==> config.mk <==
export PLATFORM = sky130hd
export DESIGN_NAME = ttc_emergency_brake_flat
export DESIGN_NICKNAME = d
export VERILOG_FILES = /design/src/design/ttceb_pkg.sv /design/src/design/ttceb_if.sv /design/src/design/ttc_emergency_brake.sv /design/src/design/ttceb_regs.sv /design/src/design/ttceb_cos_rom.sv /design/src/design/ttceb_mul.sv /design/src/flat_wrapper.sv
export SDC_FILE = /design/constraint.sdc
export NUM_CORES = 2
export LEC_CHECK = 0
export BUFFER_PORTS_ARGS = -buffer_cell sky130_fd_sc_hd__buf_2
export CAP_MARGIN = 20
export CELL_PAD_IN_SITES_DETAIL_PLACEMENT = 0
export CELL_PAD_IN_SITES_GLOBAL_PLACEMENT = 2
export CORE_MARGIN = 2
export CORE_UTILIZATION = 44
export DETAILED_ROUTE_END_ITERATION = 10
export PLACE_DENSITY_LB_ADDON = 0.1
export SLEW_MARGIN = 5
export SYNTH_ARGS = -nofsm -noshare
export SYNTH_HDL_FRONTEND = slang
export SYNTH_SLANG_ARGS = --single-unit
==> constraint.sdc <==
create_clock -name clk -period 19.6 [get_ports clk]
set_input_delay 2.94 -clock clk [delete_from_list [all_inputs] [get_ports clk]]
set_output_delay 2.94 -clock clk [all_outputs]
set_load 0.005 [all_outputs]
==> src/design/ttceb_pkg.sv <==
// ----------------------------------------------------------------------------
// ttceb_pkg
// shared types, register codes and the elaboration-time cosine generator
// ----------------------------------------------------------------------------
package ttceb_pkg;

	localparam int IDX_W   = 10;
	localparam int RNG_W   = 16;
	localparam int SPD_W   = 16;
	localparam int COS_W   = 16;
	localparam int APB_AW  = 4;
	localparam int APB_DW  = 32;
	localparam int CFG_W   = 16;

	// shared multiplier operand and product widths
	localparam int MUL_AW  = 17;
	localparam int MUL_BW  = 31;
	localparam int MUL_PW  = MUL_AW + MUL_BW;

	// register indexes
	localparam logic [1:0] REG_TTC = 2'd0;
	localparam logic [1:0] REG_MAX = 2'd1;
	localparam logic [1:0] REG_MIN = 2'd2;

	// input operation codes
	localparam logic OP_SPEED = 1'b0;
	localparam logic OP_BEAM  = 1'b1;

	localparam logic [63:0] TWO_PI_URAD   = 64'd6283185;
	localparam logic [63:0] PI_URAD_FLOOR = 64'd3141592;
	localparam logic [63:0] PI_URAD_CEIL  = 64'd3141593;
	localparam logic [63:0] HALF_PI_URAD  = 64'd1570796;
	localparam logic [63:0] URAD_PER_RAD  = 64'd1000000;
	localparam logic [63:0] COS_DIV [7]   = '{64'd2, 64'd12, 64'd30, 64'd56, 64'd90,
		64'd132, 64'd182};

	typedef struct packed {
		logic [CFG_W-1:0] ttc;
		logic [CFG_W-1:0] max_range;
		logic [CFG_W-1:0] min_range;
	} cfg_t;

	// cosine in signed Q1.14 of idx * step microradians, taylor series in Q30
	// only evaluated while building the rom at elaboration
	function automatic logic signed [COS_W-1:0] cos_q14(input int unsigned idx,
		input int unsigned step);
		logic [63:0]        a;
		logic [63:0]        x;
		logic [63:0]        x2;
		logic [63:0]        term;
		logic signed [63:0] sum;
		logic [63:0]        q;
		logic               neg;
		a   = (64'(idx) * 64'(step)) % TWO_PI_URAD;
		neg = 1'b0;
		if (a > PI_URAD_FLOOR) begin
			a = TWO_PI_URAD - a;
		end
		if (a > HALF_PI_URAD) begin
			a   = PI_URAD_CEIL - a;
			neg = 1'b1;
		end
		x    = (a << 30) / URAD_PER_RAD;
		x2   = (x * x) >> 30;
		term = 64'd1 << 30;
		sum  = signed'(term);
		for (int k = 0; k < 7; k++) begin
			term = ((term * x2) >> 30) / COS_DIV[k];
			if ((k % 2) == 0) begin
				sum = sum - signed'(term);
			end else begin
				sum = sum + signed'(term);
			end
		end
		if (sum < 0) begin
			sum = 64'sd0;
		end
		q = (unsigned'(sum) + 64'd32768) >> 16;
		return neg ? -signed'(q[COS_W-1:0]) : signed'(q[COS_W-1:0]);
	endfunction

endpackage

==> src/design/ttceb_if.sv <==
// ----------------------------------------------------------------------------
// ttceb channel interfaces
// valid/ready channels for beam/speed items and brake results
// ----------------------------------------------------------------------------
interface ttceb_in_if;
	logic        valid;
	logic        ready;
	logic        op;
	logic [15:0] speed;
	logic [9:0]  beam_index;
	logic [15:0] range;
	logic        last_beam;

	modport source (output valid, op, speed, beam_index, range, last_beam, input ready);
	modport sink (input valid, op, speed, beam_index, range, last_beam, output ready);
endinterface

interface ttceb_out_if;
	logic        valid;
	logic        ready;
	logic        brake;
	logic [9:0]  hit_index;
	logic [15:0] hit_range;

	modport source (output valid, brake, hit_index, hit_range, input ready);
	modport sink (input valid, brake, hit_index, hit_range, output ready);
endinterface

==> src/design/ttc_emergency_brake.sv <==
// ----------------------------------------------------------------------------
// ttc_emergency_brake
// time-to-collision emergency brake check over a stream of range beams
// ----------------------------------------------------------------------------
// items carries speed updates (op 0) and beams (op 1); results carries one
// transaction per beam that requests braking (first qualifying beam of a scan).
// registers sit on the apb port: ttc threshold at 0x0, max range at 0x4,
// min range at 0x8, writes complete in the access cycle, pready always high.
// a speed update is stored when accepted. a beam goes from acceptance to the
// result register through rom read, closing-rate multiply, threshold multiply
// and compare, both multiplies on one shared multiplier, one beam at a time.
// ready is high only while the sequencer is idle.
// one finished result can wait in the output register; the sequencer only
// stalls at its compare step if a new hit finds that register still full.
// reset clears the speed to zero, the scan flag, the output register and
// loads the register reset values (threshold 0, max 65535, min 0).
// ----------------------------------------------------------------------------
module ttc_emergency_brake #(
	parameter int WINDOW_START    = 450,
	parameter int WINDOW_END      = 630,
	parameter int ANGLE_STEP_URAD = 5818
) (
	input  logic                         clk,
	input  logic                         arst_n,
	ttceb_in_if.sink                     items,
	ttceb_out_if.source                  results,
	input  logic                         psel,
	input  logic                         penable,
	input  logic                         pwrite,
	input  logic [ttceb_pkg::APB_AW-1:0] paddr,
	input  logic [ttceb_pkg::APB_DW-1:0] pwdata,
	output logic [ttceb_pkg::APB_DW-1:0] prdata,
	output logic                         pready
);
	import ttceb_pkg::*;

	localparam int ROM_DEPTH = WINDOW_END - WINDOW_START;
	localparam int ROM_AW    = (ROM_DEPTH > 1) ? $clog2(ROM_DEPTH) : 1;

	typedef enum logic [1:0] {
		S_IDLE,
		S_MUL1,
		S_MUL2,
		S_DONE
	} state_t;

	state_t                   state_q;
	cfg_t                     cfg;
	logic signed [SPD_W-1:0]  speed_q;
	logic                     triggered_q;
	logic                     qual_q;
	logic                     closing_pos_q;
	logic                     last_q;
	logic [IDX_W-1:0]         idx_q;
	logic [RNG_W-1:0]         rng_q;
	logic                     out_valid_q;
	logic [IDX_W-1:0]         out_idx_q;
	logic [RNG_W-1:0]         out_rng_q;

	logic                     accept;
	logic                     beam_acc;
	logic                     in_win;
	logic                     in_rng;
	logic [IDX_W-1:0]         idx_off;
	logic signed [COS_W-1:0]  cos_val;
	logic                     mul_en;
	logic signed [MUL_AW-1:0] mul_a;
	logic signed [MUL_BW-1:0] mul_b;
	logic signed [MUL_PW-1:0] prod;
	logic                     hit;
	logic                     can_load;

	ttceb_regs u_regs (
		.clk     (clk),
		.arst_n  (arst_n),
		.psel    (psel),
		.penable (penable),
		.pwrite  (pwrite),
		.paddr   (paddr),
		.pwdata  (pwdata),
		.prdata  (prdata),
		.pready  (pready),
		.cfg     (cfg)
	);

	assign items.ready = (state_q == S_IDLE);
	assign accept      = items.valid & items.ready;
	assign beam_acc    = accept & (items.op == OP_BEAM);

	assign in_win  = ({1'b0, items.beam_index} >= (IDX_W+1)'(WINDOW_START))
		&& ({1'b0, items.beam_index} < (IDX_W+1)'(WINDOW_END));
	assign in_rng  = (items.range <= cfg.max_range) && (items.range >= cfg.min_range)
		&& (items.range != '0);
	assign idx_off = items.beam_index - IDX_W'(WINDOW_START);

	ttceb_cos_rom #(
		.WINDOW_START    (WINDOW_START),
		.DEPTH           (ROM_DEPTH),
		.ANGLE_STEP_URAD (ANGLE_STEP_URAD),
		.AW              (ROM_AW)
	) u_rom (
		.clk   (clk),
		.rd_en (beam_acc & in_win),
		.addr  (idx_off[ROM_AW-1:0]),
		.data  (cos_val)
	);

	// first pass: closing = -speed * cos, second pass: ttc * closing
	always_comb begin
		mul_en = 1'b0;
		mul_a  = -MUL_AW'(speed_q);
		mul_b  = MUL_BW'(cos_val);
		if (state_q == S_MUL1) begin
			mul_en = 1'b1;
		end else if (state_q == S_MUL2) begin
			mul_en = 1'b1;
			mul_a  = signed'({1'b0, cfg.ttc});
			mul_b  = prod[MUL_BW-1:0];
		end
	end

	ttceb_mul u_mul (
		.clk  (clk),
		.en   (mul_en),
		.a    (mul_a),
		.b    (mul_b),
		.prod (prod)
	);

	// range in Q22 against threshold times closing rate
	assign hit      = qual_q && closing_pos_q
		&& (MUL_PW'({rng_q, 22'b0}) < unsigned'(prod));
	assign can_load = !out_valid_q || results.ready;

	always_ff @(posedge clk or negedge arst_n) begin
		if (!arst_n) begin
			state_q       <= S_IDLE;
			speed_q       <= '0;
			triggered_q   <= 1'b0;
			qual_q        <= 1'b0;
			closing_pos_q <= 1'b0;
			last_q        <= 1'b0;
			out_valid_q   <= 1'b0;
		end else begin
			if (state_q == S_DONE && hit && can_load) begin
				out_valid_q <= 1'b1;
			end else if (results.valid && results.ready) begin
				out_valid_q <= 1'b0;
			end
			unique case (state_q)
				S_IDLE: begin
					if (accept) begin
						if (items.op == OP_SPEED) begin
							speed_q <= signed'(items.speed);
						end else begin
							qual_q  <= !triggered_q && in_win && in_rng;
							last_q  <= items.last_beam;
							state_q <= S_MUL1;
						end
					end
				end
				S_MUL1: begin
					state_q <= S_MUL2;
				end
				S_MUL2: begin
					closing_pos_q <= !prod[MUL_PW-1] && (prod != '0);
					state_q       <= S_DONE;
				end
				S_DONE: begin
					if (!hit || can_load) begin
						if (last_q) begin
							triggered_q <= 1'b0;
						end else if (hit) begin
							triggered_q <= 1'b1;
						end
						state_q <= S_IDLE;
					end
				end
				default: state_q <= S_IDLE;
			endcase
		end
	end

	// beam payload and result payload
	always_ff @(posedge clk) begin
		if (beam_acc) begin
			idx_q <= items.beam_index;
			rng_q <= items.range;
		end
		if (state_q == S_DONE && hit && can_load) begin
			out_idx_q <= idx_q;
			out_rng_q <= rng_q;
		end
	end

	assign results.valid     = out_valid_q;
	assign results.brake     = 1'b1;
	assign results.hit_index = out_idx_q;
	assign results.hit_range = out_rng_q;

endmodule

==> src/design/ttceb_regs.sv <==
// ----------------------------------------------------------------------------
// ttceb_regs
// apb configuration registers: ttc threshold, max range, min range
// ----------------------------------------------------------------------------
module ttceb_regs (
	input  logic                         clk,
	input  logic                         arst_n,
	input  logic                         psel,
	input  logic                         penable,
	input  logic                         pwrite,
	input  logic [ttceb_pkg::APB_AW-1:0] paddr,
	input  logic [ttceb_pkg::APB_DW-1:0] pwdata,
	output logic [ttceb_pkg::APB_DW-1:0] prdata,
	output logic                         pready,
	output ttceb_pkg::cfg_t              cfg
);
	import ttceb_pkg::*;

	cfg_t       cfg_q;
	logic       wr_en;
	logic [1:0] reg_sel;

	assign pready  = 1'b1;
	assign wr_en   = psel & penable & pwrite;
	assign reg_sel = paddr[3:2];
	assign cfg     = cfg_q;

	always_ff @(posedge clk or negedge arst_n) begin
		if (!arst_n) begin
			cfg_q.ttc       <= '0;
			cfg_q.max_range <= '1;
			cfg_q.min_range <= '0;
		end else if (wr_en) begin
			unique case (reg_sel)
				REG_TTC: cfg_q.ttc       <= pwdata[CFG_W-1:0];
				REG_MAX: cfg_q.max_range <= pwdata[CFG_W-1:0];
				REG_MIN: cfg_q.min_range <= pwdata[CFG_W-1:0];
				default: ;
			endcase
		end
	end

	always_comb begin
		unique case (reg_sel)
			REG_TTC: prdata = APB_DW'(cfg_q.ttc);
			REG_MAX: prdata = APB_DW'(cfg_q.max_range);
			REG_MIN: prdata = APB_DW'(cfg_q.min_range);
			default: prdata = '0;
		endcase
	end

endmodule

==> src/design/ttceb_cos_rom.sv <==
// ----------------------------------------------------------------------------
// ttceb_cos_rom
// cosine rom over the beam window, Q1.14 entries, registered read
// ----------------------------------------------------------------------------
module ttceb_cos_rom #(
	parameter int WINDOW_START    = 450,
	parameter int DEPTH           = 180,
	parameter int ANGLE_STEP_URAD = 5818,
	parameter int AW              = 8
) (
	input  logic                                clk,
	input  logic                                rd_en,
	input  logic [AW-1:0]                       addr,
	output logic signed [ttceb_pkg::COS_W-1:0] data
);
	import ttceb_pkg::*;

	logic signed [COS_W-1:0] rom_w [DEPTH];
	logic signed [COS_W-1:0] data_q;

	for (genvar i = 0; i < DEPTH; i++) begin : g_rom
		localparam logic signed [COS_W-1:0] Entry =
			cos_q14(unsigned'(WINDOW_START + i), unsigned'(ANGLE_STEP_URAD));
		assign rom_w[i] = Entry;
	end

	always_ff @(posedge clk) begin
		if (rd_en) begin
			data_q <= rom_w[addr];
		end
	end

	assign data = data_q;

endmodule

==> src/design/ttceb_mul.sv <==
// ----------------------------------------------------------------------------
// ttceb_mul
// shared signed multiplier with registered product
// ----------------------------------------------------------------------------
module ttceb_mul (
	input  logic                                 clk,
	input  logic                                 en,
	input  logic signed [ttceb_pkg::MUL_AW-1:0] a,
	input  logic signed [ttceb_pkg::MUL_BW-1:0] b,
	output logic signed [ttceb_pkg::MUL_PW-1:0] prod
);
	import ttceb_pkg::*;

	logic signed [MUL_PW-1:0] prod_q;

	always_ff @(posedge clk) begin
		if (en) begin
			prod_q <= MUL_PW'(a) * MUL_PW'(b);
		end
	end

	assign prod = prod_q;

endmodule

==> src/flat_wrapper.sv <==
// flat-port wrapper written by rule: the top's interface ports become plain ports
module ttc_emergency_brake_flat import ttceb_pkg::*;
#(
	parameter int WINDOW_START    = 450,
	parameter int WINDOW_END      = 630,
	parameter int ANGLE_STEP_URAD = 5818
)
  (clk, arst_n, psel, penable, pwrite, paddr, pwdata, prdata, pready, items_valid, items_op, items_speed, items_beam_index, items_range, items_last_beam, items_ready, results_valid, results_brake, results_hit_index, results_hit_range, results_ready);
  ttceb_in_if items_i ();
  ttceb_out_if results_i ();
  input  logic clk;
  input  logic arst_n;
  input  logic psel;
  input  logic penable;
  input  logic pwrite;
  input  logic [ttceb_pkg::APB_AW-1:0] paddr;
  input  logic [ttceb_pkg::APB_DW-1:0] pwdata;
  output logic [ttceb_pkg::APB_DW-1:0] prdata;
  output logic pready;
  input wire logic [$bits(items_i.valid)-1:0] items_valid;
  input wire logic [$bits(items_i.op)-1:0] items_op;
  input wire logic [$bits(items_i.speed)-1:0] items_speed;
  input wire logic [$bits(items_i.beam_index)-1:0] items_beam_index;
  input wire logic [$bits(items_i.range)-1:0] items_range;
  input wire logic [$bits(items_i.last_beam)-1:0] items_last_beam;
  output wire logic [$bits(items_i.ready)-1:0] items_ready;
  output wire logic [$bits(results_i.valid)-1:0] results_valid;
  output wire logic [$bits(results_i.brake)-1:0] results_brake;
  output wire logic [$bits(results_i.hit_index)-1:0] results_hit_index;
  output wire logic [$bits(results_i.hit_range)-1:0] results_hit_range;
  input wire logic [$bits(results_i.ready)-1:0] results_ready;
  assign items_i.valid = items_valid;
  assign items_i.op = items_op;
  assign items_i.speed = items_speed;
  assign items_i.beam_index = items_beam_index;
  assign items_i.range = items_range;
  assign items_i.last_beam = items_last_beam;
  assign items_ready = items_i.ready;
  assign results_valid = results_i.valid;
  assign results_brake = results_i.brake;
  assign results_hit_index = results_i.hit_index;
  assign results_hit_range = results_i.hit_range;
  assign results_i.ready = results_ready;
  ttc_emergency_brake #(.WINDOW_START(WINDOW_START), .WINDOW_END(WINDOW_END), .ANGLE_STEP_URAD(ANGLE_STEP_URAD)) u_core (.clk(clk), .arst_n(arst_n), .items(items_i), .results(results_i), .psel(psel), .penable(penable), .pwrite(pwrite), .paddr(paddr), .pwdata(pwdata), .prdata(prdata), .pready(pready));
endmodule
## Yosys cells after proc, flatten, opt, wreduce, memory -nomap -nowiden

Memory sizes are Yosys's and may differ from the RTL's. A register that Yosys moved wholly into a read port is not among the register bits.
Index checks and enable logic that the tools add are counted.

| word-level totals | value |
|---|---|
| register bits after elaboration | 171 |
| memory bits (read-only) | 4096 |
| bits of input ports | 87 |
| output and inout bits | 62 |
| word-level logic and storage cells | 84 |
| memories kept | 1 |

| operators by class | value |
|---|---|
| add/sub/neg operators | 2 |
| multiply operators | 1 |
| magnitude comparators | 5 |
| equal/unequal tests | 8 |
| mux-type cells | 15 |
| bitwise gates (word level) | 7 |
| reductions and logical operators | 30 |

Memory list:

| name | depth | width | rd ports | clocked after Yosys merged registers in | wr ports | RTL line | RTL |
|---|---|---|---|---|---|---|---|
| (name not given) | 256 | 16 | 1 | 1 | 0 | ttceb_cos_rom.sv:29 | `data_q <= rom_w[addr];` |

Operator list:

| cell | number |
|---|---|
| $mux W31 | 2 |
| $lt A38 B48 Y1 | 1 |
| $mul A17 B31 Y48 | 1 |
| $pmux W16 S3 | 1 |
| $reduce_bool A48 Y1 | 1 |
| $mux W17 | 2 |
| $neg A16 Y17 | 1 |
| $ge A16 B16 Y1 | 1 |
| $le A16 B16 Y1 | 1 |
| $reduce_bool A16 Y1 | 1 |
| $reduce_and A3 Y1 | 4 |
| $logic_and A1 B1 Y1 | 11 |
| $ge A10 B9 Y1 const B | 1 |
| $lt A10 B10 Y1 const B | 1 |
| $not A8 Y9 | 1 |
| $pmux W2 S4 | 1 |
| $sub A8 B8 Y8 const B | 1 |
| $eq A2 B2 Y1 const B | 3 |
| $mux W1 | 6 |
| $mux W2 | 3 |
| $ne A2 B2 Y1 const B | 3 |
| $reduce_and A2 Y1 | 3 |
| $and A1 B1 Y1 | 5 |
| $eq A2 B1 Y1 const B | 2 |
| 5 further kinds | 11 |

## Logic depth before layout (Yosys ltp)

| logic depth | value |
|---|---|
| depth after elaboration | 6 |
| mapped depth | 33 |
| mapped depth without buffers | 31 |

## Hierarchy

From an unflattened synthesis, not the netlist that was laid out.

| unflattened totals | value |
|---|---|
| cells, all modules | 3129 |
| area, all modules | 29896.2 µm² |

Modules (own cells, without submodules):

| module | instances | cells an instance | area each (µm²) | sequential area each (µm²) |
|---|---|---|---|---|
| ttceb_mul | 1 | 2070 | 19610.1 | 1441.4 |
| ttc_emergency_brake | 1 | 445 | 4870.9 | 2137.0 |
| ttceb_cos_rom | 1 | 436 | 3062.9 | 360.3 |
| ttceb_regs | 1 | 178 | 2352.3 | 1221.2 |

## Worst setup path before layout

No wires, ideal clock.

| timing | value |
|---|---|
| path type | register to register |
| from | register u_core.state_q[0] |
| to | register u_core.u_mul.prod_q[45], in the netlist u_core.u_mul.prod[45], data pin |
| library setup time | 0.265 ns |
| arrival time | 7.199 ns |
| data required time | 19.335 ns |
| path slack | 12.136 ns |
| stages on the path, launching flop included | 29 |
| buffers on the path | 4 |
| clock period less this slack | 7.464 ns |
| path through | dfrtp_1 > inv_1 > ha_1 > nand2b_1 > clkbuf_1 > buf_1 > o21a_1 > clkbuf_1 > buf_1 > nand2_1 > fa_1 > fa_1 > fa_1 > fa_1 > inv_1 > fa_1 > inv_1 > fa_1 > inv_1 > ha_1 > and3_1 > a221o_1 > a21oi_2 > a21oi_1 > o21bai_1 > o31ai_1 > a41oi_1 > o21ai_0 > xor2_1 |

| on the way | value |
|---|---|
| cells in the longest elaborated chain, start to end | 4 |
| elaborated cells between the ends (all ways) | 7 |
| those cells by class | mul (1); eq/ne (2); mux (4) |

Ends and longest elaborated chain:

| item | RTL line | RTL |
|---|---|---|
| from (decl) | ttc_emergency_brake.sv:47 | `state_t state_q;` |
| from (signal assigned) | ttc_emergency_brake.sv:137 | `state_q <= S_IDLE;` |
| from (signal assigned) | ttc_emergency_brake.sv:158 | `state_q <= S_MUL1;` |
| from (signal assigned) | ttc_emergency_brake.sv:163 | `state_q <= S_MUL2;` |
| $eq A2 B2 Y1 | ttc_emergency_brake.sv:115 | `end else if (state_q == S_MUL2) begin` |
| $mux W17 or $mux W31 (tied branches) | ttc_emergency_brake.sv:115 |  |
| $mux W17 or $mux W31 (tied branches) | ttc_emergency_brake.sv:113 | `if (state_q == S_MUL1) begin` |
| $mul A17 B31 Y48 (*) | ttceb_mul.sv:18 | `prod_q <= MUL_PW'(a) * MUL_PW'(b);` |
| to (signal assigned) | ttceb_mul.sv:18 |  |
| to (decl) | ttceb_mul.sv:14 | `logic signed [MUL_PW-1:0] prod_q;` |

Every way passes the cells marked *; elsewhere a longest branch is shown, timed or not.
A chain may end at the register's enable or synchronous reset.

## Worst setup path after layout

| timing | value |
|---|---|
| from | register u_core.state_q[1] |
| to | register u_core.u_mul.prod_q[45], in the netlist u_core.u_mul.prod[45], data pin |

Same word-level chain as after synthesis.

==> impl_metrics.env <==
export IMPL_run_status="complete, no violations"
export IMPL_clk_latency_ns=0.49
export IMPL_synth_area_um2=29100
export IMPL_maxCapViolations=0
export IMPL_syn2layout_area_growth_pct=7.35
export IMPL_drtIter0Drc=1952
export IMPL_dp_hpwl_um=72300
export IMPL_root_buffer="clkbuf_16"
export IMPL_die_height_um=261
export IMPL_fin_crit_sh_pct=48.4
export IMPL_tns_ns=0
export IMPL_startpoint_type="flop"
export IMPL_synth_edf_count=112
export IMPL_grt_pass1_vias=23898
export IMPL_ioPinCount=149
export IMPL_syn_area_per_cell_um2=9.06
export IMPL_rows=94
export IMPL_cts_inserted_buffers=17
export IMPL_dr_total_vias=22582
export IMPL_synth_flop_cell="edfxtp_1"
export IMPL_routed_wl_um=92600
export IMPL_hold_depth=0
export IMPL_cp_required_ns=19.82
export IMPL_drt_pass1_iterations=5
export IMPL_cts_tree="done"
export IMPL_via_per_inst=5.47
export IMPL_worst_setup_path_end_kind="flop"
export IMPL_cp_max_fo=37
export IMPL_async_flop_share_pct=38.8
export IMPL_synth_seq_area_share_pct=17.7
export IMPL_worst_r2r_cell_count=26
export IMPL_grt_util_all_layers_pct=28.4
export IMPL_crit_family="adder cells"
export IMPL_drc=0
export IMPL_final_nets=4026
export IMPL_rsz0062_at_grt="false"
export IMPL_max_freq_mhz=105
export IMPL_place_congestion=0.887
export IMPL_slew_violations=0
export IMPL_synth_cell_type_count=79
export IMPL_grt_overflow=0
export IMPL_worst_endpoint_arrival_ns=9.70
export IMPL_io_buffers=112
export IMPL_die_x_um=261
export IMPL_clkTransAtPathRegs_ns=0.08
export IMPL_path_class="reg -> reg"
export IMPL_worstHoldStart="u_core.idx_q[8]"
export IMPL_critPathBufInv=6
export IMPL_grt_max_degree=72
export IMPL_h_tree_depth=4
export IMPL_worst_path_max_delay_cell="mux2i_1"
export IMPL_period_minus_slack_ns=9.48
export IMPL_wire_per_inst_um=22.4
export IMPL_path_depth=26
export IMPL_hp_class="reg -> reg"
export IMPL_dieArea_um2=68200
export IMPL_syn_inst=3213
export IMPL_clock_sinks=183
export IMPL_r2r_start="u_core.state_q[1]"
export IMPL_cts_resized=0
export IMPL_antenna_left=0
export IMPL_cpMostUsedCell="fa_1"
export IMPL_yosys_register_bits=183
export IMPL_drive_gt1_share_pct=9.29
export IMPL_synth_warnings=0
export IMPL_setup_viol=0
export IMPL_finClkSkew_ns=0.0120
export IMPL_hold_viol_final=0
export IMPL_relSlewSlack_pct=23.9
export IMPL_tightest_slew_ns=1.11
export IMPL_fill_cells=6469
export IMPL_antenna_found_initial=17
export IMPL_crit_start="u_core.state_q[1]"
export IMPL_postCtsHoldBufs=0
export IMPL_hold_worst_slack_ns=0.421
export IMPL_cts_setup_buffers=0
export IMPL_core_um2=65600
export IMPL_grt_pass1_wl_um=145000
export IMPL_critPathMaxStageDelay_ns=0.97
export IMPL_start_util_pct=44.4
export IMPL_clockBufferDepth=2
==> metal layers <==
layer  wire [µm]  global-route usage, %  part of all wire, %  up-vias
met3        7220                   5.54                  7.8       97
li1            -                      -                    -    10157
met1       42900                   42.5                   46    11483
met4        1710                   5.92                  1.8       22
met2       40500                   43.0                   44      823
met5         149                      0                 0.16        -
==> metrics by stage <==
| step | util (%) | cells | setup slack (ns) | area [µm²] |
|---|---|---|---|---|
| floorplan | - | 3245 | 12.14 | 29200 |
| global placement | 46.7 | 4093 | 10.25 | 30600 |
| detailed placement | 46.7 | 4093 | 10.26 | 30600 |
| CTS | 47.6 | 4125 | 10.17 | 31200 |
| global route | 47.6 | 4129 | 9.83 | 31200 |
| finish | 47.6 | 4131 | 10.12 | 31200 |
==> placed cells by master, fill, tap and decap left out, drive strengths merged, types with 6 or more instances in the layout <==
master and count:
o31ai 7, xor2 21, mux2 54, or2 6, and2 20, buf 155
a41oi 6, a21oi 98, nand3 35, dfrtp 55, o21ai 116, nand2b 32
dfstp 16, a311oi 8, a211oi 17, clkinv 10, o22ai 6, o21a 17
fa 506, o221ai 9, conb 34, o211ai 23, nand2 490, o311ai 12
nor4 20, nand4 11, a21o 42, clkbuf 17, a31oi 16, nor3 27
ha 184, xnor2 50, inv 608, nor2 289, nor2b 18, and3 18
mux2i 33, edfxtp 112
==> synthesized netlist by cell type (18+ instances only) <==
| master | n | area [µm²] |
|---|---|---|
| inv_1 | 603 | 2260 |
| fa_1 | 506 | 10100 |
| nand2_1 | 490 | 1840 |
| nor2_1 | 289 | 1080 |
| ha_1 | 184 | 2300 |
| clkbuf_1 | 115 | 432 |
| edfxtp_1 | 112 | 3360 |
| o21ai_0 | 109 | 546 |
| a21oi_1 | 97 | 485 |
| dfrtp_1 | 55 | 1380 |
| mux2_2 | 54 | 608 |
| xnor2_1 | 50 | 438 |
| a21o_1 | 42 | 315 |
| nand3_1 | 34 | 170 |
| mux2i_1 | 33 | 330 |
| nand2b_1 | 32 | 200 |
| nor3_1 | 25 | 125 |
| o211ai_1 | 23 | 173 |
| and2_1 | 20 | 125 |
| buf_2 | 20 | 100 |
| buf_4 | 20 | 150 |
| xor2_1 | 20 | 175 |
| nor4_1 | 19 | 119 |
| and3_1 | 18 | 113 |
| nor2b_1 | 18 | 113 |
==> state kept, by name (all words and copies together) (netlist names), 2 cells and up <==
name	count
u_core.u_mul.prod	48
u_core.u_regs.cfg	48
u_core.u_rom.data	12
u_core.idx_q	10
u_core.results.hit_index	10
u_core.speed_q	16
u_core.rng_q	16
u_core.state_q	2
u_core.results.hit_range	16
==> worst paths after layout <==
kind / to / slack (ns)
worst max-delay path: u_core.u_mul.prod[45] / 10.12
min in group asynchronous: u_core.last_q / 2.57
worst max register to register: u_core.u_mul.prod[45] / 10.12
max in group asynchronous: u_core.u_regs.cfg[45] / 16.39
worst min register to register: u_core.results.hit_index[8] / 0.42
worst min-delay path: u_core.results.hit_index[8] / 0.42
==> layout make-up <==
| type | instances | area, µm² | area share, % |
|---|---|---|---|
| antenna | 5 | 12.5 | 0.0400 |
| clock buffer | 17 | 425 | 1.36 |
| clock inverter | 15 | 163 | 0.521 |
| inverter | 605 | 2270 | 7.27 |
| multi-input combinational | 2287 | 21200 | 67.9 |
| sequential | 183 | 5160 | 16.5 |
| tap | 864 | 1080 | 3.46 |
| timing repair buffer | 155 | 906 | 2.90 |
==> cell families (layout without fill, tap and decap cells) <==
family / count (synthesis) / count (layout) / synth area share [%]
xor+xnor: 71 / 71 / 2.16
simple gates: 979 / 979 / 14.2
fa+ha+maj: 691 / 691 / 42.7
buf+inv: 775 / 792 / 10.3
compound gates: 424 / 424 / 9.46
flops: 183 / 183 / 17.7
mux: 88 / 88 / 3.30
other cells: 2 / 39 / 0.0258
Power is not shown: default switching activity piles up to over one toggle a cycle in this logic, so the estimate is an artifact.
